--- src/rtl/csvt_pkg.sv ---
// Shared types, constants and per-byte parse functions of the CSV tokenizer.
package csvt_pkg;

  localparam int MAX_FIELDS = 256;
  localparam int FT_W       = $clog2(MAX_FIELDS + 2);
  localparam int EXP_W      = 9;
  localparam int CMP_W      = (FT_W > EXP_W) ? FT_W : EXP_W;
  localparam int EV_MAX     = 4;
  localparam int EV_AW      = $clog2(EV_MAX);
  localparam int N_W        = $clog2(EV_MAX + 1);
  localparam int Q_DEPTH    = 4;
  localparam int Q_AW       = $clog2(Q_DEPTH);

  localparam logic [7:0] CH_COMMA = 8'h2C;
  localparam logic [7:0] CH_QUOTE = 8'h22;
  localparam logic [7:0] CH_LF    = 8'h0A;
  localparam logic [7:0] CH_CR    = 8'h0D;

  typedef enum logic [1:0] {
    EV_CONTENT,
    EV_FIELD,
    EV_RECORD,
    EV_ERROR
  } ev_kind_t;

  typedef enum logic [1:0] {
    MODE_PLAIN,
    MODE_QUOTED,
    MODE_QSEEN,
    MODE_QCR
  } mode_t;

  typedef struct packed {
    logic [7:0] text_byte;
    logic       end_of_input;
  } tok_in_t;

  typedef struct packed {
    ev_kind_t   event_kind;
    logic [7:0] content_byte;
    logic [7:0] field_number;
    logic       field_was_quoted;
    logic       field_is_empty;
    logic       count_mismatch;
    logic       dos_line_end;
    logic       last_of_item;
  } tok_out_t;

  typedef struct packed {
    mode_t           mode;
    logic            afs;
    logic            pcr;
    logic [7:0]      cf;
    logic            fhc;
    logic            cq;
    logic            rs;
    logic [FT_W-1:0] ft;
  } st_t;

  typedef struct packed {
    st_t                       s;
    tok_out_t [EV_MAX-1:0]     ev;
    logic [N_W-1:0]            n;
    logic                      err;
  } acc_t;

  typedef struct packed {
    logic [N_W-1:0]        n;
    tok_out_t [EV_MAX-1:0] ev;
  } tok_bundle_t;

  typedef struct packed {
    logic full;
    logic empty;
  } q_stat_t;

  localparam st_t ST_RESET = '{
    mode: MODE_PLAIN, afs: 1'b1, pcr: 1'b0, cf: 8'd0,
    fhc: 1'b0, cq: 1'b0, rs: 1'b0, ft: '0
  };

  function automatic tok_out_t mk_ev(ev_kind_t k, logic [7:0] b, logic [7:0] fn,
                                     logic q, logic e, logic mm, logic dos);
    tok_out_t r;
    r.event_kind       = k;
    r.content_byte     = b;
    r.field_number     = fn;
    r.field_was_quoted = q;
    r.field_is_empty   = e;
    r.count_mismatch   = mm;
    r.dos_line_end     = dos;
    r.last_of_item     = 1'b0;
    return r;
  endfunction

  function automatic acc_t push_ev(acc_t a, tok_out_t e);
    acc_t r;
    r = a;
    if (a.n < N_W'(EV_MAX)) begin
      r.ev[a.n[EV_AW-1:0]] = e;
      r.n = a.n + 1'b1;
    end
    return r;
  endfunction

  function automatic acc_t add_content(acc_t a, logic [7:0] b);
    acc_t r;
    r = push_ev(a, mk_ev(EV_CONTENT, b, a.s.cf, 1'b0, 1'b0, 1'b0, 1'b0));
    r.s.fhc = 1'b1;
    r.s.afs = 1'b0;
    r.s.rs  = 1'b1;
    return r;
  endfunction

  function automatic acc_t end_field(acc_t a);
    acc_t r;
    r = push_ev(a, mk_ev(EV_FIELD, 8'd0, a.s.cf, a.s.cq, !a.s.fhc, 1'b0, 1'b0));
    if (a.s.ft <= FT_W'(MAX_FIELDS)) begin
      r.s.ft = a.s.ft + 1'b1;
    end
    return r;
  endfunction

  function automatic acc_t next_field(acc_t a);
    acc_t r;
    r = end_field(a);
    if (r.s.cf != 8'hFF) begin
      r.s.cf = r.s.cf + 8'd1;
    end
    r.s.afs  = 1'b1;
    r.s.fhc  = 1'b0;
    r.s.cq   = 1'b0;
    r.s.rs   = 1'b1;
    r.s.mode = MODE_PLAIN;
    return r;
  endfunction

  function automatic acc_t end_line(acc_t a, logic dos, logic [EXP_W-1:0] exp_fields);
    acc_t r;
    logic mm;
    r = a;
    if (a.s.rs) begin
      r  = end_field(a);
      mm = (exp_fields != '0) &&
           ((r.s.ft > FT_W'(MAX_FIELDS)) || (CMP_W'(r.s.ft) != CMP_W'(exp_fields)));
      r  = push_ev(r, mk_ev(EV_RECORD, 8'd0, r.s.cf, 1'b0, 1'b0, mm, dos));
    end
    r.s = ST_RESET;
    return r;
  endfunction

  function automatic acc_t raise_error(acc_t a);
    acc_t r;
    r = push_ev(a, mk_ev(EV_ERROR, 8'd0, a.s.cf, 1'b0, 1'b0, 1'b0, 1'b0));
    r.err = 1'b1;
    return r;
  endfunction

  function automatic acc_t tok_step(st_t s, logic [7:0] b, logic eoi,
                                    logic [EXP_W-1:0] exp_fields);
    acc_t a;
    logic endl;
    logic dosl;
    logic fin_dos;
    a.s   = s;
    a.ev  = '0;
    a.n   = '0;
    a.err = 1'b0;
    endl  = 1'b0;
    dosl  = 1'b0;
    case (s.mode)
      MODE_PLAIN: begin
        if (s.pcr) begin
          a.s.pcr = 1'b0;
          if (b == CH_LF) begin
            endl = 1'b1;
            dosl = 1'b1;
          end else begin
            a = add_content(a, CH_CR);
          end
        end
        if (!endl) begin
          case (b)
            CH_COMMA: a = next_field(a);
            CH_QUOTE: begin
              if (a.s.afs) begin
                a.s.mode = MODE_QUOTED;
                a.s.cq   = 1'b1;
                a.s.afs  = 1'b0;
                a.s.rs   = 1'b1;
              end else begin
                a = raise_error(a);
              end
            end
            CH_LF:   endl = 1'b1;
            CH_CR:   a.s.pcr = 1'b1;
            default: a = add_content(a, b);
          endcase
        end
      end
      MODE_QUOTED: begin
        if (b == CH_QUOTE) begin
          a.s.mode = MODE_QSEEN;
        end else begin
          a = add_content(a, b);
        end
      end
      MODE_QSEEN: begin
        case (b)
          CH_QUOTE: begin
            a.s.mode = MODE_QUOTED;
            a = add_content(a, CH_QUOTE);
          end
          CH_COMMA: a = next_field(a);
          CH_LF:    endl = 1'b1;
          CH_CR:    a.s.mode = MODE_QCR;
          default:  a = raise_error(a);
        endcase
      end
      default: begin
        if (b == CH_LF) begin
          endl = 1'b1;
          dosl = 1'b1;
        end else begin
          a = raise_error(a);
        end
      end
    endcase
    if (endl) begin
      a = end_line(a, dosl, exp_fields);
    end
    if (!a.err && eoi) begin
      if (a.s.mode == MODE_QUOTED) begin
        a = raise_error(a);
      end else begin
        fin_dos = (a.s.mode == MODE_QCR) || ((a.s.mode == MODE_PLAIN) && a.s.pcr);
        a = end_line(a, fin_dos, exp_fields);
      end
    end
    return a;
  endfunction

endpackage

--- src/rtl/csvt_front.sv ---
// Front end: accepts bytes, runs the parse state and pushes each byte's words as a bundle.
module csvt_front (
  input  logic                           clk,
  input  logic                           rst_n,
  input  logic                           in_valid,
  output logic                           in_stall,
  input  csvt_pkg::tok_in_t              in_data,
  input  logic [csvt_pkg::EXP_W-1:0]     exp_fields,
  input  csvt_pkg::q_stat_t              q_stat,
  output logic                           push,
  output csvt_pkg::tok_bundle_t          push_data
);

  csvt_pkg::st_t  st_r, st_nxt;
  logic           halted_r, halted_nxt;
  csvt_pkg::acc_t acc;
  logic           accept;

  always_comb begin
    in_stall   = q_stat.full;
    accept     = in_valid && !q_stat.full;
    acc        = csvt_pkg::tok_step(st_r, in_data.text_byte, in_data.end_of_input, exp_fields);
    st_nxt     = st_r;
    halted_nxt = halted_r;
    if (accept && !halted_r) begin
      st_nxt     = acc.s;
      halted_nxt = acc.err;
    end
    push         = accept && !halted_r && (acc.n != '0);
    push_data.n  = acc.n;
    push_data.ev = acc.ev;
  end

  always_ff @(posedge clk) begin
    if (!rst_n) begin
      st_r     <= csvt_pkg::ST_RESET;
      halted_r <= 1'b0;
    end else begin
      st_r     <= st_nxt;
      halted_r <= halted_nxt;
    end
  end

endmodule

--- src/rtl/csvt_queue.sv ---
// Short bundle queue between the parse front end and the word emitter.
module csvt_queue (
  input  logic                  clk,
  input  logic                  rst_n,
  input  logic                  push,
  input  csvt_pkg::tok_bundle_t push_data,
  input  logic                  pop,
  output csvt_pkg::tok_bundle_t head,
  output csvt_pkg::q_stat_t     stat
);

  csvt_pkg::tok_bundle_t         mem [csvt_pkg::Q_DEPTH];
  logic [csvt_pkg::Q_AW-1:0]     wr_ptr_r, wr_ptr_nxt;
  logic [csvt_pkg::Q_AW-1:0]     rd_ptr_r, rd_ptr_nxt;
  logic [csvt_pkg::Q_AW:0]       cnt_r, cnt_nxt;

  always_comb begin
    stat.full  = (cnt_r == (csvt_pkg::Q_AW + 1)'(csvt_pkg::Q_DEPTH));
    stat.empty = (cnt_r == '0);
    head       = mem[rd_ptr_r];
    wr_ptr_nxt = push ? wr_ptr_r + 1'b1 : wr_ptr_r;
    rd_ptr_nxt = pop ? rd_ptr_r + 1'b1 : rd_ptr_r;
    cnt_nxt    = cnt_r;
    if (push && !pop) begin
      cnt_nxt = cnt_r + 1'b1;
    end else if (pop && !push) begin
      cnt_nxt = cnt_r - 1'b1;
    end
  end

  always_ff @(posedge clk) begin
    if (push) begin
      mem[wr_ptr_r] <= push_data;
    end
  end

  always_ff @(posedge clk) begin
    if (!rst_n) begin
      wr_ptr_r <= '0;
      rd_ptr_r <= '0;
      cnt_r    <= '0;
    end else begin
      wr_ptr_r <= wr_ptr_nxt;
      rd_ptr_r <= rd_ptr_nxt;
      cnt_r    <= cnt_nxt;
    end
  end

`ifndef SYNTHESIS
  a_no_overflow: assert property (@(posedge clk) disable iff (!rst_n)
    push |-> !stat.full)
    else $error("queue push while full");

  a_no_underflow: assert property (@(posedge clk) disable iff (!rst_n)
    pop |-> !stat.empty)
    else $error("queue pop while empty");

  a_count_bound: assert property (@(posedge clk) disable iff (!rst_n)
    cnt_r <= (csvt_pkg::Q_AW + 1)'(csvt_pkg::Q_DEPTH))
    else $error("queue count out of range");

  a_count_inc: assert property (@(posedge clk) disable iff (!rst_n)
    (push && !pop) |=> (cnt_r == $past(cnt_r) + 1'b1))
    else $error("queue count did not advance on push");
`endif

endmodule

--- src/rtl/csvt_back.sv ---
// Back end: unpacks bundles, emits one word per cycle via out_data_r unless stalled.
module csvt_back (
  input  logic                  clk,
  input  logic                  rst_n,
  input  csvt_pkg::tok_bundle_t head,
  input  csvt_pkg::q_stat_t     q_stat,
  output logic                  pop,
  output logic                  out_valid,
  input  logic                  out_stall,
  output csvt_pkg::tok_out_t    out_data
);

  logic                        cur_v_r, cur_v_nxt;
  csvt_pkg::tok_bundle_t       cur_r, cur_nxt;
  logic [csvt_pkg::EV_AW-1:0]  idx_r, idx_nxt;
  logic                        out_valid_r, out_valid_nxt;
  csvt_pkg::tok_out_t          out_data_r, out_data_nxt;
  logic                        out_free;
  logic                        adv;
  logic                        last;

  always_comb begin
    out_free      = !out_valid_r || !out_stall;
    adv           = cur_v_r && out_free;
    last          = ({1'b0, idx_r} + 1'b1) == cur_r.n;
    pop           = (!cur_v_r || (adv && last)) && !q_stat.empty;
    out_valid_nxt = out_free ? adv : out_valid_r;
    out_data_nxt  = out_data_r;
    if (adv) begin
      out_data_nxt              = cur_r.ev[idx_r];
      out_data_nxt.last_of_item = last;
    end
    cur_nxt   = pop ? head : cur_r;
    cur_v_nxt = pop ? 1'b1 : ((adv && last) ? 1'b0 : cur_v_r);
    idx_nxt   = pop ? '0 : (adv ? idx_r + 1'b1 : idx_r);
  end

  always_ff @(posedge clk) begin
    if (!rst_n) begin
      cur_v_r     <= 1'b0;
      idx_r       <= '0;
      out_valid_r <= 1'b0;
    end else begin
      cur_v_r     <= cur_v_nxt;
      idx_r       <= idx_nxt;
      out_valid_r <= out_valid_nxt;
    end
    cur_r      <= cur_nxt;
    out_data_r <= out_data_nxt;
  end

  assign out_valid = out_valid_r;
  assign out_data  = out_data_r;

endmodule

--- src/rtl/csv_byte_stream_tokenizer_unit.sv ---
// CSV byte tokenizer top level: config register, front end, bundle queue and word emitter.
// Takes one byte per cycle whenever the four-entry bundle queue has room; each byte yields zero
// to four words (content, end of field, end of record, format error), and the output register
// emits one word per cycle while out_stall is low, so the sustained rate is one byte per cycle
// as long as bytes average at most one word, set by that single output register. A word passes
// the queue, cur_r and out_data_r. After a format error further bytes are taken and dropped
// until reset. expected_fields is written through the cfg port, which is always ready.
module csv_byte_stream_tokenizer_unit (
  input  logic                           clk,
  input  logic                           rst_n,
  input  logic                           in_valid,
  output logic                           in_stall,
  input  csvt_pkg::tok_in_t              in_data,
  output logic                           out_valid,
  input  logic                           out_stall,
  output csvt_pkg::tok_out_t             out_data,
  input  logic                           cfg_valid,
  output logic                           cfg_ready,
  input  logic [csvt_pkg::EXP_W-1:0]     cfg_data
);

  logic [csvt_pkg::EXP_W-1:0] exp_fields_r, exp_fields_nxt;
  csvt_pkg::q_stat_t          q_stat;
  csvt_pkg::tok_bundle_t      push_data;
  csvt_pkg::tok_bundle_t      head;
  logic                       push;
  logic                       pop;

  always_comb begin
    cfg_ready      = 1'b1;
    exp_fields_nxt = (cfg_valid && cfg_ready) ? cfg_data : exp_fields_r;
  end

  always_ff @(posedge clk) begin
    if (!rst_n) begin
      exp_fields_r <= '0;
    end else begin
      exp_fields_r <= exp_fields_nxt;
    end
  end

  csvt_front u_front (
    .clk        (clk),
    .rst_n      (rst_n),
    .in_valid   (in_valid),
    .in_stall   (in_stall),
    .in_data    (in_data),
    .exp_fields (exp_fields_r),
    .q_stat     (q_stat),
    .push       (push),
    .push_data  (push_data)
  );

  csvt_queue u_queue (
    .clk       (clk),
    .rst_n     (rst_n),
    .push      (push),
    .push_data (push_data),
    .pop       (pop),
    .head      (head),
    .stat      (q_stat)
  );

  csvt_back u_back (
    .clk       (clk),
    .rst_n     (rst_n),
    .head      (head),
    .q_stat    (q_stat),
    .pop       (pop),
    .out_valid (out_valid),
    .out_stall (out_stall),
    .out_data  (out_data)
  );

endmodule
--- config.mk ---
export PLATFORM = sky130hd
export DESIGN_NAME = csv_byte_stream_tokenizer_unit
export DESIGN_NICKNAME = d
export VERILOG_FILES = /design/src/rtl/csvt_pkg.sv /design/src/rtl/csvt_front.sv /design/src/rtl/csvt_queue.sv /design/src/rtl/csvt_back.sv /design/src/rtl/csv_byte_stream_tokenizer_unit.sv
export SDC_FILE = /design/constraint.sdc
export NUM_CORES = 1
export LEC_CHECK = 0
export BUFFER_PORTS_ARGS = -buffer_cell sky130_fd_sc_hd__buf_2
export CAP_MARGIN = 25
export CORE_AREA = 2 2 183 203
export DETAILED_ROUTE_END_ITERATION = 10
export DIE_AREA = 0 0 185 205
export PLACE_DENSITY = 0.83
export SKIP_LAST_GASP = 1
export SYNTH_ARGS = -nofsm -noshare
export SYNTH_HDL_FRONTEND = slang
export SYNTH_SLANG_ARGS = --single-unit
--- constraint.sdc ---
create_clock -name clk -period 7.64 [get_ports clk]
set_input_delay 0.764 -clock clk [delete_from_list [all_inputs] [get_ports clk]]
set_output_delay 0.764 -clock clk [all_outputs]
set_load 0.01 [all_outputs]
Yosys cells after proc, flatten, opt, wreduce, memory -nomap -nowiden:

Memories as Yosys holds them, arrays and structs flattened. A register that Yosys moved wholly into a read port is not among the register bits.
Index checks and enable logic that the tools add are counted.

* memories: 1
* bits in writable memories: 380
* logic and storage cells: 201
* register bits after elaboration: 68
* bits of input ports: 23

* bitwise operators: 1
* $lt $le $gt $ge: 22
* equality and inequality tests: 14
* multiplexer cells: 77
* add/subtract/negate cells: 17
* reduce and logical (&&, ||, !) cells: 45

Memories
* u_queue.mem: words 4, width 95, rd ports 1, clocked after Yosys merged registers in 1, write ports 1, line csvt_queue.sv:12 `csvt_pkg::tok_bundle_t mem [csvt_pkg::Q_DEPTH];`

Operators with widths (count)
* 95-bit two-way mux: 13
* 92-bit bitwise mux: 8
* 120-bit two-way mux: 5
* 120-bit case mux with 3 select lines: 1
* 118-bit two-way mux: 3
* 118-bit case mux with 3 select lines: 1
* 116-bit case mux with 3 select lines: 1
* 96-bit two-way mux: 3
* 23-bit demux with 2-bit select: 5
* 23-bit two-way mux: 6
* 9-bit two-way mux: 9
* 23-bit binary-select mux with 2-bit select: 1
* 9-bit by 1-bit adder with 9-bit output (second input constant): 4
* 9-bit less-or-equal comparator (second input constant): 4
* 27-bit two-way mux: 1
* 3-bit by 1-bit adder with 3-bit output (second input constant): 6
* 9-bit > comparator (second input constant): 2
* 2-bit by 3-bit < comparator with 1-bit output (second input constant): 6
* 9-bit != test: 2
* 1-bit logical AND: 17
* 8-bit by 1-bit adder with 8-bit output (second input constant): 2
* 8-bit by 4-bit == test with 1-bit output (second input constant): 2
* 8-bit by 6-bit == test with 1-bit output (second input constant): 2
* 8-bit two-way mux: 2
* 25 further kinds: 70

Depth between registers and ports, before layout:

Gate-level depths: netlist of the first run.

* depth after elaboration: 54
* mapped depth: 30

Modules after synthesis:

A second synthesis of the first run with hierarchy kept.

* cell total of the unflattened synthesis: 1590
* area, all modules: 24394.6 um^2

Modules (own cells, without submodules)
* csvt_queue: times used 1, cells each 540, area an instance 14197.4 um^2
* csvt_front: times used 1, cells each 854, area an instance 5617.9 um^2
* csvt_back: times used 1, cells each 166, area an instance 4230.3 um^2
* csv_byte_stream_tokenizer_unit: times used 1, cells each 30, area an instance 349.1 um^2

Worst setup path after synthesis of the first run:

OpenSTA, ideal clock, no wires.

* path type: input-to-reg
* start point: input in_data[4] in the netlist's numbering
* end point: memory u_queue.mem[2][10] in the netlist's numbering (enable)
* cell stages on the path: 24
* path slack: 0.369 ns
* buffers on the path: 3
* arrival time: 6.830 ns
* library setup time: 0.441 ns
* required time: 7.199 ns
* cells stage by stage: clkbuf_1 > nor2b_1 > clkbuf_1 > nand3_1 > nand2_1 > nand2_1 > ha_1 > nand2_1 > o21ai_0 > o31ai_1 > a31oi_1 > ha_1 > clkbuf_1 > o21ai_0 > a21oi_1 > ha_1 > a21oi_1 > ha_1 > inv_1 > mux2i_1 > nor2_1 > o21ai_0 > a41oi_1 > and2_1

* longest elaborated chain between the ends: 32
* elaborated cells on any way between the ends: 60
* those cells by class: 5 x add/sub; 5 x order compare; 5 x eq/ne; 40 x mux; 5 x reduce/logical

Ends and longest elaborated chain
* start: declaration: line csv_byte_stream_tokenizer_unit.sv:13 `input csvt_pkg::tok_in_t in_data,`
* 8-bit by 4-bit == test with 1-bit output
* 118-bit two-way mux: line csvt_pkg.sv:175 `if (b == CH_LF) begin`
* 118-bit two-way mux: line csvt_pkg.sv:173 `if (s.pcr) begin`
* 120-bit two-way mux: line csvt_pkg.sv:171 `case (s.mode)`
* 3-bit by 1-bit adder with 3-bit output / 3-bit < comparator (equally long branches): line csvt_pkg.sv:101, csvt_pkg.sv:99
* 95-bit two-way mux: line csvt_pkg.sv:99 `if (a.n < N_W'(EV_MAX)) begin`
* 96-bit two-way mux: line csvt_pkg.sv:186 `if (a.s.afs) begin`
* 116-bit case mux with 3 select lines: line csvt_pkg.sv:183 `case (b)`
* (+17 left out)
* 96-bit two-way mux: line csvt_pkg.sv:142 `if (a.s.rs) begin`
* 120-bit two-way mux: line csvt_pkg.sv:233 `if (a.s.mode == MODE_QUOTED) begin`
* 120-bit two-way mux (*): line csvt_pkg.sv:232 `if (!a.err && eoi) begin`
* 3-bit nonzero test (*): line csvt_front.sv:29 `push = accept && !halted_r && (acc.n != '0);`
* 1-bit logical AND (*): line csvt_front.sv:29
* named net push: line csv_byte_stream_tokenizer_unit.sv:26 `logic push;`
* 1-bit two-way mux (*): line csvt_queue.sv:32 `if (push) begin`
* 1-bit two-way mux (implied by the code) (*): line csvt_queue.sv:33 `mem[wr_ptr_r] <= push_data;`
* end: declaration: line csvt_queue.sv:12

The timed path passes the listed nets; every way through them passes the cells marked *. The select of a mux whose other input is x is not followed.

Worst setup path in the final report of the first run:

* start point: input in_data[4] in the netlist's numbering
* end point: register u_queue.cnt_r[2] in the netlist's numbering

* longest elaborated chain between the ends: 33
* elaborated cells on any way between the ends: 63
* those cells by class: 5 x add/sub; 5 x order compare; 5 x eq/ne; 39 x mux; 9 x reduce/logical

Ends and longest elaborated chain
* 8-bit by 4-bit == test with 1-bit output
* 118-bit two-way mux: line csvt_pkg.sv:175
* 118-bit two-way mux: line csvt_pkg.sv:173
* 120-bit two-way mux: line csvt_pkg.sv:171
* 3-bit by 1-bit adder with 3-bit output / 3-bit < comparator (equally long branches): line csvt_pkg.sv:101, csvt_pkg.sv:99
* 95-bit two-way mux: line csvt_pkg.sv:99
* 96-bit two-way mux: line csvt_pkg.sv:186
* 116-bit case mux with 3 select lines: line csvt_pkg.sv:183
* (+18 left out)
* 120-bit two-way mux: line csvt_pkg.sv:233
* 120-bit two-way mux (*): line csvt_pkg.sv:232
* 3-bit nonzero test (*): line csvt_front.sv:29
* 1-bit logical AND (*): line csvt_front.sv:29
* named net push: line csv_byte_stream_tokenizer_unit.sv:26
* 1-bit zero test: line csvt_queue.sv:26 `end else if (pop && !push) begin`
* 1-bit logical AND: line csvt_queue.sv:26
* 2-bit nonzero test (no source line)
* end signal: assignment: line csvt_queue.sv:45 `cnt_r <= cnt_nxt;`
* end: declaration: line csvt_queue.sv:15 `logic [csvt_pkg::Q_AW:0] cnt_r, cnt_nxt;`

Marks and branches as above.
A chain may end at the register's enable or synchronous reset.

==> results_dict.tcl, run 1 <==
set metrics [dict create \
    status "completed" \
    grt_overflow 0 \
    worstMarginPinSlew_ns 1.073 \
    layout-drive-gt1-share_pct 19.55 \
    place_congestion 0.9355 \
    ctsResizeCount 0 \
    cap_viol_max_count 0 \
    ys_seq_area_share_pct 64.89 \
    slowest_stage "a41oi_1" \
    clock_latency_ns 0.56 \
    power_density_nw_per_um2 305.8 \
    cellLeakagePower_nw 7.530 \
    htree_levels 2 \
    cts_buffers 43 \
    syn-num-nets 1375 \
    syn_inst 1322 \
    synthDistinctLibCells 89 \
    muxShareOfSynthArea_pct 11.79 \
    die_h_um 205 \
    fmax_mhz 149.4 \
    p_sw_share_pct 25.66 \
    rsz0062_at_grt "false" \
    viasPerCell 6.295 \
    startpoint_type "input port" \
    post_drt_wl_per_cell_um 23.83 \
    dieArea_sq_um 37930 \
    final.setup.tns_ns 0 \
    routed_wl_um 45140 \
    port_buffers 47 \
    path_max_fanout 10 \
    holdWs_ns 0.4666 \
    clk_pin_slew_worst_paths_ns 0.06 \
    rows 73 \
    cts_root_buf "clkbuf_16" \
    antenna_found_initial 0 \
    initial_utilization_pct 55.32 \
    power_switching_mw 1.736 \
    synth_top_family_by_area "multiplexers" \
    grt_pass1_wl_um 70290 \
    clockPowerShare_pct 31.8 \
    yosysWarnings 0 \
    diodes 0 \
    area_growth_pct 11.70 \
    end_kind "flip-flop" \
    die_w_um 185 \
    final_nets 1428 \
    synth-seq-cells 443 \
    setup-violations-final 0 \
    skew_ns 0.01349 \
    dp_hpwl_um 28550 \
    design_area_sq_um 22120 \
    cts_setup_buffers 0 \
    crit_required_ns 8.11 \
    ys.flop_type "edfxtp_1" \
    synth_compound_area_share_pct 7.063 \
    ant_nets 0 \
    post-route-drc-count 0 \
    slew_viol_final 0 \
    cts_hold_buf 0 \
    synth_edf_count 398 \
    synth_fa_ha_area_share_pct 1.933 \
    grt_pass1_vias 11970 \
    first_pass_iters 5 \
    ir_drop_v 0.0001727 \
    grt_max_degree 54 \
    post-route-period-util_pct 87.60 \
    synth-simple-area-share_pct 10.33 \
    hold_path_class "input port to flip-flop" \
    min_period_ns 6.692 \
    path_class "input port to flip-flop" \
    clock_path_buffers 3 \
    max-slew-margin-rel_pct 28.30 \
    synth_xor_area_share_pct 2.009 \
    core_area_sq_um 35800 \
    drt_iter0_drc 1226 \
    syn_area_per_cell_sq_um 14.98 \
    hold_viol_final 0 \
    power_frac_comb_pct 17.2 \
    track_usage_pct 24.79 \
    internal-power_mw 5.029 \
    pin_count 49 \
    p_total_mw 6.764 \
    vias 11920 \
    async_reset_ff_share_pct 0 \
    dpl_cell_area_sq_um 20670 \
    arrival_ns 7.16 \
    crit_path_max_incr_delay_ns 0.64 \
    seq_power_share_pct 51.0 \
    clock-sinks 443 \
    cts_tree "yes" \
    cpMostUsedCell "ha_1" \
    synthesis.area_sq_um 19810 \
]
-- cell families after synthesis --
kind of cell | count (synthesis)
flip-flops | 443
AND/OR/NAND/NOR | 380
AO/OA/AOI/OAI | 206
multiplexers | 122
buffers and inverters | 98
XOR/XNOR | 42
adder cells (fa/ha/maj) | 30
other | 1
-- cells in the mapped netlist, types with 8 or more instances --
library cell  number  share of area, %
xnor2_1           31               1.4
a31oi_1            9              0.28
edfxtp_1         398                60
nand4_1           14              0.44
mux2i_1           32               1.6
nand3_1           27              0.68
ha_1              29               1.8
nand2_1           95               1.8
nor2_1            66               1.3
and3_1            21              0.66
o22ai_1            9              0.28
nor2b_1           46               1.5
nor4_1             8              0.25
mux4_2            89                10
xor2_1             8              0.35
nor3_1            32              0.81
clkbuf_1          49              0.93
inv_1             30              0.57
and2_1            24              0.76
buf_1             12              0.23
a22oi_1            8              0.30
dfxtp_1           45               4.5
o21ai_0           45               1.1
a21oi_1           53               1.3
-- power by group through the flow --
| stage | combinational (mW) | sequential, mW | clock (mW) |
|---|---|---|---|
| after CTS | 1.18 | 3.46 | 2.18 |
| after global placement | 1.10 | 3.50 | 0 |
| final | 1.16 | 3.45 | 2.15 |
| after detailed placement | 1.17 | 3.49 | 0 |
| after global routing | 1.26 | 3.50 | 2.27 |
| after floorplan | 0.854 | 3.42 | 0 |
-- flip-flops by register name, indices dropped and copies added, names as in the netlist --
register	cells
u_back.cur_v_r	1
u_back.out_valid	1
u_front.halted_r	1
u_back.idx_r	2
u_queue.wr_ptr_r	2
u_queue.rd_ptr_r	2
u_front.st_r	24
u_queue.mem	300
u_back.cur_r	75
u_queue.cnt_r	3
u_back.out_data	23
exp_fields_r	9
-- worst max-delay path, delay by kind of cell --
family / cells / cell delay [ns]
AOI/OAI and AO/OA: 10 / 2.00
xor gates and xnor gates: 1 / 0.18
adders and majority gates: 6 / 2.03
buffers and inverters: 5 / 0.76
and+or+nand+nor: 8 / 1.42
-- final cells by class --
cell class / instances / area [sq um]
Fill cell: 2642 / 13680
Tap cell: 487 / 609.3
Sequential cell: 443 / 12860
Clock buffer: 51 / 1149
Inverter: 30 / 112.6
Clock inverter: 26 / 286.5
Multi-Input combinational cell: 781 / 6585
Timing Repair Buffer: 76 / 518.0
-- final timing paths --
check	slack, ns	to	from	depth (start not counted)
worst max-delay path	0.95	u_queue.cnt_r[2]	in_data[4]	30
worst max register to register	1.34	u_queue.cnt_r[2]	u_front.st_r[20]	25
worst min-delay path	0.47	exp_fields_r[0]	cfg_data[0]	3
worst min register to register	0.50	u_queue.wr_ptr_r[1]	u_queue.wr_ptr_r[1]	2
-- layer usage --
layer | vias up | track usage [%] | wire (um)
met5 | - | 0 | 0
met4 | 0 | 9.212 | 1458
met3 | 98 | 4.178 | 3644
met2 | 617 | 41.01 | 22310
met1 | 5954 | 33.21 | 17730
li1 | 5253 | - | -
-- layout by cell type, fill, tap and decap left out, drive strengths merged, types with 5 or more instances in the layout --
cell    netlist  layout
nand2        96      96
mux4         89      89
xnor2        32      32
a31oi         9       9
and3         22      22
bufinv        0       5
o211ai        9       9
mux2i        32      32
nand4        14      14
nor2b        46      46
o22ai         9       9
edfxtp      398     398
nand3        27      27
clkbuf       49      51
and2         27      27
o21a          5       5
inv          30      32
o21ai        48      48
nor4         12      12
nand2b        7       7
a211oi        7       7
nor3         32      32
or3           5       5
clkinv        0      17
a21boi        5       5
a22oi         8       8
o211a         5       5
ha           29      29
xor2          9       9
nor2         67      67
a21oi        54      54
buf          19      76
dfxtp        45      45
o31ai         5       5
-- through the flow --
step	worst slack [ns]	std cells	util (%)
2_1_floorplan	0.3686	1322	-
3_3_place_gp	0.6943	1815	57.66
3_5_place_dp	0.4080	1816	57.74
4_1_cts	0.9857	1893	61.75
5_1_grt	0.3092	1894	61.79
6_report	0.9475	1894	61.79
No activity file was read; power rests on OpenSTA's default activity.
==> run 2: changes to the inputs <==
==> constraint.sdc (replaced) <==
create_clock -name clk -period 7.64 [get_ports clk]
set_input_delay 1.528 -clock clk [delete_from_list [all_inputs] [get_ports clk]]
set_output_delay 1.528 -clock clk [all_outputs]
set_load 0.01 [all_outputs]
==> run 2 against run 1 <==
Effect of this change: core utilization hardly changed; setup slack worse by 0.29 ns; largest power group unchanged; critical path type unchanged; register-to-register slack improved by 0.26 ns; highest routed layer unchanged.
==> results_dict.tcl, run 2 (same netlist as run 1, synthesis figures left out) <==
set metrics [dict create \
    fin_util_pct 61.77 \
    ctsResizeCount 0 \
    cts_hold_buf 0 \
    regMostFlops "u_queue.mem" \
    pin_count 49 \
    grt_pass1_vias 11930 \
    final-instance-count-excl-fill 1906 \
    holdPathEnd "u_front.halted_r" \
    ant_nets 0 \
    power_density_nw_per_um2 302.8 \
    cts_tree "yes" \
    first_pass_iters 7 \
    largest_reg_flops 300 \
    rows 73 \
    hold_path_class "flip-flop to flip-flop" \
    post_drt_wl_per_cell_um 24.16 \
    crit_path_max_incr_delay_ns 0.44 \
    reg_top3 "u_queue.mem x300, u_back.cur_r x75, u_front.st_r x24" \
    dpl_cell_area_sq_um 20760 \
    rr_worst_depth 25 \
    diodes 0 \
    cap_viol_max_count 0 \
    cts_root_buf "clkbuf_16" \
    clock_path_buffers 3 \
    routed_wl_um 46050 \
    cpMostUsedCell "ha_1" \
    antenna_found_initial 0 \
    die_h_um 205 \
    cts_setup_buffers 0 \
    fmax_mhz 143.1 \
    ir_drop_v 0.0001587 \
    pre_cts_slack_ns 0.1581 \
    p_total_mw 6.697 \
    holdWs_ns 0.4856 \
    max-slew-margin-rel_pct 28.98 \
    htree_levels 2 \
    grt_overflow 0 \
    startpoint_type "input port" \
    clock_latency_ns 0.56 \
    cts_buffers 42 \
    min-delay-start "u_front.halted_r" \
    hold_viol_final 0 \
    setup_slack_ns 0.6529 \
    vias 11930 \
    min_period_ns 6.987 \
    final.setup.tns_ns 0 \
    path_class "input port to flip-flop" \
    grt_pass1_wl_um 70810 \
    path_max_fanout 11 \
    r2r_slack_ns 1.60 \
    worstMarginPinSlew_ns 1.063 \
    design_area_sq_um 22120 \
    slowest_stage "a31oi_1" \
    r2r-start "u_front.st_r[22]" \
    whs_path_depth 1 \
    dp_hpwl_um 29220 \
    track_usage_pct 25.00 \
    port_buffers 47 \
    rsz0062_at_grt "false" \
    layout-drive-gt1-share_pct 20.08 \
    clock-sinks 443 \
    end_kind "flip-flop" \
    place_congestion 0.9031 \
    final_common_cell "edfxtp_1" \
    dieArea_sq_um 37930 \
    post-route-drc-count 0 \
    grt_max_degree 55 \
    arrival_ns 7.45 \
    slew_viol_final 0 \
    cellLeakagePower_nw 7.541 \
    die_w_um 185 \
    dp_cells 1829 \
    viasPerCell 6.257 \
    final_nets 1439 \
    drt_iter0_drc 1209 \
    layout_common_cells "edfxtp_1 (398), nand2_1 (95), mux4_2 (89)" \
    crit_required_ns 8.10 \
    status "completed" \
    post-route-period-util_pct 91.45 \
    skew_ns 0.02315 \
    clk_pin_slew_worst_paths_ns 0.06 \
    core_area_sq_um 35800 \
    n_fill_cell 2624 \
    area_growth_pct 11.67 \
    initial_utilization_pct 55.32 \
    rr_endpoint "u_queue.cnt_r[2]" \
    setup-violations-final 0 \
]
[run 2: changes by cell type in the layout (fill, tap and decap cells not counted), moves of 2 or more]
cell / change
inv_6: +2
clkbuf_1: +4
clkinv_1: -4
clkinv_2: +2
buf_4: +13
clkinvlp_4: +3
clkinv_4: -3
clkbuf_16: -2
[run 2: worst max-delay path by stage]
stage	end	start	slack, ns	depth (start not counted)
6_report	u_queue.cnt_r[2]	in_data[1]	0.65	30
5_1_grt	u_queue.cnt_r[2]	in_data[2]	0.1	30
4_1_cts	u_queue.cnt_r[2]	in_data[1]	0.70	30
3_5_place_dp	u_queue.cnt_r[2]	in_data[1]	0.16	30
3_3_place_gp	u_queue.cnt_r[2]	in_data[1]	0.40	30
2_1_floorplan	u_queue.mem[0][10]	in_data[4]	0.41	24
[run 2: layout make-up]
class,count,area [sq um],area share (%)
timing repair buffer,88,593.1,2.682
clock inverter,24,245.2,1.109
sequential,443,12860,58.15
multi-input combinational,781,6581,29.76
clock buffer,53,1114,5.035
inverter,30,112.6,0.5092
tap,487,609.3,2.755
[run 2: critical path: cells and delay by family]
family / cells / cell delay (ns)
compound gates: 9 / 1.80
buf+inv: 5 / 0.65
mux: 1 / 0.05
simple gates: 8 / 1.48
fa+ha+maj: 6 / 1.76
xor+xnor: 1 / 0.17
[run 2: layer usage]
metal	share of wire (%)	global-route usage [%]
met4	3.8	10.43
met5	0	0
met3	6.8	3.698
met2	50	41.85
met1	40	32.94
[run 2: where the power goes]
part | switching [mW] | internal (mW) | leakage [nW]
combinational | 0.651 | 0.540 | 2.75
sequential | 0.198 | 3.24 | 4.14
clock | 0.885 | 1.18 | 0.655
==> run 3: changes to the inputs <==
==> constraint.sdc (replaced) <==
create_clock -name clk -period 5.84 [get_ports clk]
set_input_delay 1.168 -clock clk [delete_from_list [all_inputs] [get_ports clk]]
set_output_delay 1.168 -clock clk [all_outputs]
set_load 0.01 [all_outputs]
==> run 3 against run 2 <==
Effect of this change: clock-buffer cell count rose by 5; largest power group unchanged; combinational power is 40% higher; power is 32% higher; via count up 2.7%.
==> results_dict.tcl, run 3 (same netlist as run 1, synthesis figures left out) <==
set metrics [dict create \
    status "completed" \
    final.setup.tns_ns 0 \
    holdWs_ns 0.4823 \
    seq_power_share_pct 50.4 \
    cts_hold_buf 0 \
    grt_overflow 0 \
    place_congestion 0.9252 \
    critPathLaunch "in_data[5]" \
    skew_ns 0.02279 \
    slew_viol_final 0 \
    min-delay-start "u_front.halted_r" \
    ant_nets 0 \
    final-instance-count-excl-fill 1954 \
    post-route-drc-count 0 \
    met3_usage_pct 3.876 \
    clock_latency_ns 0.57 \
    crit_path_max_incr_delay_ns 0.36 \
    diodes 0 \
    rsz0062_at_grt "false" \
    r2r-start "u_front.st_r[20]" \
    arrival_ns 5.96 \
    routed_wl_um 46610 \
    worstMarginPinSlew_ns 1.065 \
    htree_levels 2 \
    drt_iter0_drc 1282 \
    viasPerCell 6.270 \
    slowest_stage "o31ai_1" \
    grt_pass1_wl_um 72220 \
    cap_viol_max_count 0 \
    hold_viol_final 0 \
    setup-violations-final 0 \
    post-route-period-util_pct 93.61 \
    area_growth_pct 14.49 \
    ir_drop_v 0.0002267 \
    port_buffers 47 \
    clk_pin_slew_worst_paths_ns 0.06 \
    clock-sinks 443 \
    first_pass_iters 5 \
    crit_required_ns 6.33 \
    setup_slack_ns 0.3730 \
    die_h_um 205 \
    core_area_sq_um 35800 \
    p_sw_share_pct 26.21 \
    final_nets 1486 \
    busiest_layer "met2" \
    dieArea_sq_um 37930 \
    max-slew-margin-rel_pct 28.54 \
    clockPowerShare_pct 30.7 \
    path_class "input port to flip-flop" \
    cts_buffers 44 \
    layout-drive-gt1-share_pct 23.45 \
    ctsResizeCount 0 \
    rows 73 \
    power_switching_mw 2.319 \
    regMostFlops "u_queue.mem" \
    fmax_mhz 182.9 \
    dp_cells 1873 \
    hold_path_class "flip-flop to flip-flop" \
    grt_max_degree 47 \
    reg_top3 "u_queue.mem x300, u_back.cur_r x75, u_front.st_r x24" \
    grtUsageMet2_pct 43.95 \
    final_common_cell "edfxtp_1" \
    power_frac_comb_pct 18.8 \
    startpoint_type "input port" \
    cts_root_buf "clkbuf_16" \
    cellLeakagePower_nw 7.807 \
    cpMostUsedCell "ha_1" \
    internal-power_mw 6.528 \
    cts_setup_buffers 0 \
    pin_count 49 \
    grt_pass1_vias 12500 \
    initial_utilization_pct 55.32 \
    path_max_fanout 4 \
    track_usage_pct 25.34 \
    cts_tree "yes" \
    dp_hpwl_um 29520 \
    layout_common_cells "edfxtp_1 (398), nand2_1 (92), mux4_2 (89)" \
    die_w_um 185 \
    vias 12250 \
    post_drt_wl_per_cell_um 23.85 \
    min_period_ns 5.467 \
    pre_cts_slack_ns -0.1506 \
    largest_reg_flops 300 \
    power_density_nw_per_um2 390.1 \
    antenna_found_initial 0 \
    end_kind "flip-flop" \
    clock_path_buffers 3 \
    grt_use_met1_pct 31.98 \
]
[run 3: cell count changes in the layout (fill, tap and decap cells not counted), sizes merged]
cell	previous run	this run
bufinv	4	2
inv	33	34
buf	88	133
clkinv	12	15
clkinvlp	5	1
clkbuf	53	58
[run 3: layer usage]
metal / share of wire [%] / vias up / routed length (um)
met2: 52 / 603 / 24120
li1: - / 5383 / -
met5: 0 / - / 0
met4: 3.7 / 0 / 1730
met1: 38 / 6148 / 17580
met3: 6.8 / 118 / 3184
[run 3: power groups by stage]
stage / combinational [mW] / sequential (mW) / clock, mW
final: 1.67 / 4.46 / 2.72
after global routing: 1.80 / 4.51 / 2.87
after CTS: 1.70 / 4.47 / 2.75
after detailed placement: 1.68 / 4.51 / 0
after global placement: 1.57 / 4.50 / 0
after floorplan: 1.13 / 4.46 / 0
[run 3: cell type report]
class	instances	area, sq um
repair buffers	133	1039
inverters	30	112.6
well taps	487	609.3
flip-flops and latches	443	12860
fillers	2506	13130
multi-input cells	781	6668
clock buffers	58	1184
clock inverters	22	201.4
[run 3: worst max-delay path: cells and delay by family]
kind	cells	cell delay (ns)
adder cells (fa/ha/maj)	6	1.59
AO/OA/AOI/OAI	9	1.56
AND/OR/NAND/NOR	8	1.08
buffers and inverters	4	0.35
XOR/XNOR	1	0.16
multiplexers	1	0.06
[run 3: path summary, 6_finish.rpt]
kind | to | slack, ns | cells after the start
worst max-delay path | u_queue.cnt_r[2] | 0.37 | 29
worst min-delay path | u_front.halted_r | 0.48 | 1
worst max register to register | u_queue.cnt_r[2] | 1.03 | 26
worst min register to register | u_front.halted_r | 0.48 | 1
[run 3: through the flow]
stage               cell area, sq um  utilization (%)  total power [mW]
floorplan                      19950                -             5.594
global placement               21240            59.31             6.071
detailed placement             21280            59.44             6.187
CTS                            22670            63.31             8.922
global route                   22680            63.33             9.175
finish                         22680            63.33             8.846
